**src/rtl/igc_pkg.sv**
```systemverilog
// ----------------------------------------------------------------------------
// igc_pkg
// shared types and constants for the interference graph colouring block
// ----------------------------------------------------------------------------
package igc_pkg;
    localparam int MAX_NODES_DEF = 64;
    localparam int ID_BITS_DEF   = 32;
    localparam int SLOT_W        = 6;
    localparam int COLOR_W       = 7;
    localparam int DEG_W         = 8;
    localparam int QUEUE_DEPTH   = 4;

    localparam logic [1:0] OP_ADD_NODE  = 2'd0;
    localparam logic [1:0] OP_ADD_NEIGH = 2'd1;
    localparam logic [1:0] OP_ADD_OUT   = 2'd2;
    localparam logic [1:0] OP_RUN       = 2'd3;

    typedef struct packed {
        logic [1:0]        op;
        logic [63:0]       id;
        logic [SLOT_W-1:0] ns;
        logic [SLOT_W-1:0] nb;
    } t_cmd;
endpackage

```
**src/rtl/igc_front.sv**
```systemverilog
// ----------------------------------------------------------------------------
// igc_front
// command intake, range check against the loaded node count, small queue
// ----------------------------------------------------------------------------
module igc_front
    import igc_pkg::*;
#(
    parameter int MAX_NODES = MAX_NODES_DEF
) (
    input  logic              i_clk,
    input  logic              i_rst_n,
    input  logic              i_push,
    input  t_cmd              i_cmd,
    input  logic              i_pop,
    output logic              o_full,
    output logic              o_valid,
    output t_cmd              o_cmd
);
    localparam int QA = $clog2(QUEUE_DEPTH);

    t_cmd            r_q [QUEUE_DEPTH];
    logic [QA-1:0]   r_wp, r_rp;
    logic [QA:0]     r_cnt;
    logic [6:0]      r_total;
    logic            keep;

    // drop items the model would ignore, track node count as loaded
    always_comb begin
        keep = 1'b1;
        case (i_cmd.op)
            OP_ADD_NODE:  keep = (r_total < 7'(MAX_NODES));
            OP_ADD_NEIGH: keep = (7'(i_cmd.ns) < r_total) && (7'(i_cmd.nb) < r_total);
            OP_ADD_OUT:   keep = (7'(i_cmd.ns) < r_total);
            default:      keep = 1'b1;
        endcase
    end

    wire do_push = i_push && keep;

    assign o_full  = (r_cnt >= (QA+1)'(QUEUE_DEPTH - 1));
    assign o_valid = (r_cnt != '0);
    assign o_cmd   = r_q[r_rp];

    always_ff @(posedge i_clk) begin
        if (do_push) r_q[r_wp] <= i_cmd;
        if (!i_rst_n) begin
            r_wp <= '0; r_rp <= '0; r_cnt <= '0; r_total <= '0;
        end else begin
            if (do_push) r_wp <= r_wp + 1'b1;
            if (i_pop)   r_rp <= r_rp + 1'b1;
            r_cnt <= r_cnt + (QA+1)'(do_push) - (QA+1)'(i_pop);
            if (i_push) begin
                if (i_cmd.op == OP_RUN) r_total <= '0;
                else if (do_push && i_cmd.op == OP_ADD_NODE) r_total <= r_total + 1'b1;
            end
        end
    end
endmodule

```
**config.mk**
```make
export PLATFORM = sky130hd
export DESIGN_NAME = igc_front
export DESIGN_NICKNAME = d
export VERILOG_FILES = /design/src/rtl/igc_pkg.sv /design/src/rtl/igc_front.sv
export SDC_FILE = /design/constraint.sdc
export NUM_CORES = 1
export LEC_CHECK = 0
export ABC_CLOCK_PERIOD_IN_PS = 12500
export BUFFER_PORTS_ARGS = -buffer_cell sky130_fd_sc_hd__buf_2
export CAP_MARGIN = 20
export CORE_AREA = 2 2 169 171
export CTS_BUF_LIST = sky130_fd_sc_hd__clkbuf_4 sky130_fd_sc_hd__clkbuf_8
export CTS_CLUSTER_SIZE = 16
export DETAILED_ROUTE_END_ITERATION = 7
export DIE_AREA = 0 0 171 173
export GPL_ROUTABILITY_DRIVEN = 0
export PLACE_DENSITY_LB_ADDON = 0.2
export SETUP_SLACK_MARGIN = 0.15
export SLEW_MARGIN = 20
export SYNTH_ARGS = -nofsm -noshare
export SYNTH_HDL_FRONTEND = slang
export SYNTH_SLANG_ARGS = --single-unit
```
**constraint.sdc**
```tcl
create_clock -name i_clk -period 12.5 [get_ports i_clk]
set_clock_uncertainty 0.15 [all_clocks]
set_input_delay 0.625 -clock i_clk [delete_from_list [all_inputs] [get_ports i_clk]]
set_output_delay 0.625 -clock i_clk [all_outputs]
set_load 0.02 [all_outputs]
```
==> Yosys cells after proc, flatten, opt, wreduce, memory -nomap -nowiden <==
Memory sizes are Yosys's and may differ from the RTL's. A register that Yosys moved wholly into a read port is not among the register bits.
Index checks and enable logic that the tools add are counted.
{ "word_totals": {"register_bits": 14, "latchBits": 0, "ram_bits": 312, "romBits": 0, "inputBits": 82, "output_inout_bits": 80, "word_cells": 31, "n_memories": 1} }
{ "memory_table": {"columns": ["memory", "words", "width", "rd", "rd_clocked_by_memory_dff", "write_ports", "line_no", "rtl"], "rows": [
  ["r_q", 4, 78, 1, 1, 1, "igc_front.sv:21", "t_cmd r_q [QUEUE_DEPTH];"]
]} }
{ "op_classes": {"n_addsub": 5, "n_mul": 0, "div": 0, "magnitude_cmp": 4, "n_eq_ne": 3, "shift": 0, "n_mux": 7, "bitwise": 0, "reduce_logical": 7} }
{ "op_table": {"columns": ["cell", "count"], "rows": [
  ["6-bit by 7-bit < comparator with 1-bit output", 2],
  ["7-bit 2-to-1 mux", 2],
  ["7-bit by 1-bit adder with 7-bit output, second input constant", 1],
  ["7-bit < comparator, second input constant", 1],
  ["2-bit by 1-bit adder with 2-bit output, second input constant", 2],
  ["2-bit == test, second input constant", 2],
  ["2-bit 2-to-1 mux", 2],
  ["3-bit by 1-bit adder with 3-bit output", 1],
  ["3-bit by 2-bit greater-or-equal comparator with 1-bit output, second input constant", 1],
  ["1-bit logical AND", 3],
  ["1-bit case mux with 3 select lines", 1],
  ["3-bit nonzero test", 1],
  ["3-bit by 1-bit subtractor with 3-bit output", 1],
  ["2-bit by 1-bit == test with 1-bit output, second input constant", 1],
  ["2-bit zero test", 1],
  ["1-bit 2-to-1 mux", 2],
  ["2-bit AND reduction", 1],
  ["2-bit nonzero test", 1]
]} }

==> Logic depth before layout (Yosys ltp) <==
{ "logic_depth": {"depth_word": 7, "mapped_depth": 15} }

==> Worst setup path before layout <==
Ideal clock, no wire load.
{ "synth_path": {"path_type": "input to register", "from": "input port i_cmd[11] (netlist bit)", "to": "memory r_q[0][0] (netlist bit) (enable)", "arrival_time_ns": 3.679, "required_time_ns": 11.905, "path_slack_ns": 8.226, "path_stages": 7, "path_buffers": 0, "path_cell_list": "ha_1 > and3b_1 > and2_0 > a311oi_1 > a21oi_1 > nor2_1 > and2_1"} }
{ "synth_between": {"elab_chain_len": 6} }
{ "synth_rtl": {"columns": ["element", "line_no", "rtl"], "rows": [
  ["from (decl)", "igc_front.sv:13", "input t_cmd i_cmd,"],
  ["6-bit by 7-bit < comparator with 1-bit output (*)", "igc_front.sv:32, igc_front.sv:33", null],
  ["1-bit logical AND", "igc_front.sv:32", "OP_ADD_NEIGH: keep = (7'(i_cmd.ns) < r_total) && (7'(i_cmd.nb) < r_total);"],
  ["1-bit case mux with 3 select lines (*)", "igc_front.sv:30", "case (i_cmd.op)"],
  ["1-bit logical AND (*)", "igc_front.sv:38", "wire do_push = i_push && keep;"],
  ["1-bit 2-to-1 mux (*)", "igc_front.sv:45", "if (do_push) r_q[r_wp] <= i_cmd;"],
  ["1-bit 2-to-1 mux (not written as such) (*)", "igc_front.sv:45", null],
  ["to (decl)", "igc_front.sv:21", null]
]} }
Every way passes the cells marked *; elsewhere a longest branch is shown, timed or not.

==> qor.txt <==
Post-CTS Setup Bufs -> 0
Crit. End Element -> primary output
Yosys warnings -> 0
Post-synth ARST share -> 0%
Pins Over Slew Limit -> 0
filler-free cell count of the finished design -> 1,154
fin nets -> 839
Synth-to-Final Area Change -> 18.6%
hold_buf cts -> 0
pin count of the biggest net entering global routing -> 71
top post-synthesis cells by area -> edfxtp_1 (76%), mux4_2 (14%), dfxtp_1 (2.6%), ha_1 (1.8%), a21oi_1 (0.61%)
status -> complete, no violations
Initial DRC Count -> 529
fmax -> 261 MHz
Mapped Cells -> 537
largest area contributor in the netlist -> edfxtp_1
top cells by instance count after synthesis -> edfxtp_1 (312), mux4_2 (78), ha_1 (18)
Filler cells -> 2,219
Setup TNS -> 0 ns
Core Area -> 27,600 um^2
Setup Viol. Count Final -> 0
met2 routed WL -> 12,000 um
Worst Tran Pin Value -> 1.07 ns
cell total after placement -> 1,063
Leak Pwr -> 4.92 nW
Die Y-Extent -> 173 um
Synth top area share -> 76.4%
GRT overflow -> 0
vias in the first global route -> 6,557
Starting Density -> 44.4%
Residual DRC -> 0
Post-synth EDFFs -> 312
Tot GR Track Use -> 16.2%
H-tree depth -> 2
most common cell in the netlist -> edfxtp_1
peak supply drop -> 0.0717 mV
die area -> 29,600 um^2
post-CTS sizing -> 0
Buffers on Ports -> 161
share of layout cells above drive strength 1 -> 43.7%
slowest stage delay, CP -> 0.88 ns
total iterations of the first detailed-routing run -> 5
Critical Path AT -> 3.06 ns
initial antenna violation count -> 3
syn_area_per_cell -> 22.8 um^2
top fanout value on the critical path -> 48
Setup CP Type -> flip-flop to primary output
Worst Reg-to-Reg Cells -> 9
PD cells -> 164 nW/um^2
Maximum Capacitance Violations -> 0
Chip Width -> 171 um
CP Cell Sequence -> buf_4, mux4_2, buf_2
io pins -> 162
CTS clk-pin slew, worst paths -> 0.06 ns
sequential share of the synthesized area -> 79.0%
DR WL met3 -> 1430 um
global-route wire length before repair -> 36,100 um
min cycle time layout -> 3.83 ns
startpoint class of the critical path -> flip-flop
Mapped Area -> 12,300 um^2
Final Hold Fails -> 0
clock root buffer master -> clkbuf_8
RSZ-0062 raised after global routing -> no
total wire length -> 23,700 um
Antenna Nets Post-Route -> 0
routed length per instance -> 20.5 um
hold path cells -> 1
Max Used Layer -> met5
WP data required -> 11.73 ns
Tightest Hold Check Type -> input port to flip-flop
Final period util -> 30.7%
slowest CP cell -> buf_4
Vias/cell -> 5.11
CTS tree -> built
Yosys cell types -> 33
via count -> 5,897
post-DP HPWL -> 14,200 um
row count -> 61
clk sinks -> 328
Metal-1 WL -> 9700 um
clk_lat worst skew -> 0.58 ns
syn nets -> 638
Yosys reg bits -> 328
clk buf depth -> 3
CTS Buf Count -> 51
top_reg_cell synth -> edfxtp_1
max_slew headroom -> 28.8%
-- layer usage --
layer / track usage, % / up-vias
met3: 3.96 / 53
met4: 5.08 / 4
met1: 19.9 / 3012
li1: - / 2642
met5: 0 / -
met2: 28.3 / 186
-- sequential cells by signal (all words and copies together) (netlist names), named ones only --
register / count
r_rp: 2
r_cnt: 3
r_total: 7
r_wp: 2
r_q: 312
-- cell usage in the layout (no fill, tap or decap), types with 2 or more instances in the layout --
| master | n |
|---|---|
| or2_2 | 2 |
| clkinv_1 | 6 |
| buf_2 | 161 |
| dfxtp_1 | 14 |
| clkbuf_4 | 21 |
| and2_4 | 4 |
| buf_4 | 6 |
| dfxtp_4 | 2 |
| nor2_1 | 8 |
| and2_1 | 3 |
| clkbuf_8 | 57 |
| clkinv_2 | 3 |
| o21ai_0 | 7 |
| ha_1 | 18 |
| nand2_1 | 14 |
| inv_1 | 13 |
| xor2_1 | 2 |
| a21oi_1 | 15 |
| edfxtp_1 | 312 |
| nand3_1 | 4 |
| mux4_2 | 78 |
| or3_1 | 5 |
-- per-stage QoR --
step	worst slack (ns)	instance area (um^2)	hold WS, ns	util (%)	total power, W
finish	8.67	14500	0.102	52.6	0.00238
global placement	8.48	13500	0.327	48.9	0.00151
detailed placement	8.44	13500	0.350	48.9	0.00152
floorplan	8.23	12300	0.312	-	0.00143
global route	8.33	14500	0.0798	52.6	0.00247
CTS	8.46	14500	0.0695	52.6	0.00241
-- cell type report --
class / instances / area (um^2) / share of cell area, %
Antenna cell: 1 / 2.50 / 0.0172
Tap cell: 378 / 473 / 3.25
Multi-Input combinational cell: 177 / 2450 / 16.8
Inverter: 13 / 48.8 / 0.335
Timing Repair Buffer: 167 / 851 / 5.85
Sequential cell: 328 / 9700 / 66.7
Clock buffer: 78 / 942 / 6.48
Clock inverter: 12 / 83.8 / 0.576
-- final timing paths --
kind,endpoint,slack [ns],startpoint
setup / recovery,o_cmd[77],8.67,flip-flop
hold / removal,r_q[1][58],0.10,i_cmd[58]
setup reg to reg,r_q[0][22],8.80,r_total[2]
hold reg to reg,r_total[6],0.36,r_total[6]
-- kinds of logic after synthesis --
| group | after synthesis | share of synthesized area (%) |
|---|---|---|
| flops | 328 | 79.0 |
| compound gates | 28 | 1.27 |
| simple gates | 48 | 2.00 |
| mux | 79 | 14.4 |
| xor+xnor | 3 | 0.214 |
| buf+inv | 32 | 1.08 |
| fa+ha+maj | 19 | 2.00 |
-- worst max-delay path: cells and delay by family, from the launching register on --
kind     cells  cell delay, ns
buf+inv      2            1.07
flops        1            0.77
mux          1            0.66
-- power breakdown --
| group | switching (W) | internal, W |
|---|---|---|
| registers | 0.0000168 | 0.00124 |
| logic | 0.000139 | 0.0000975 |
| clock network | 0.000388 | 0.000499 |
(Power assumes the default switching activity.)
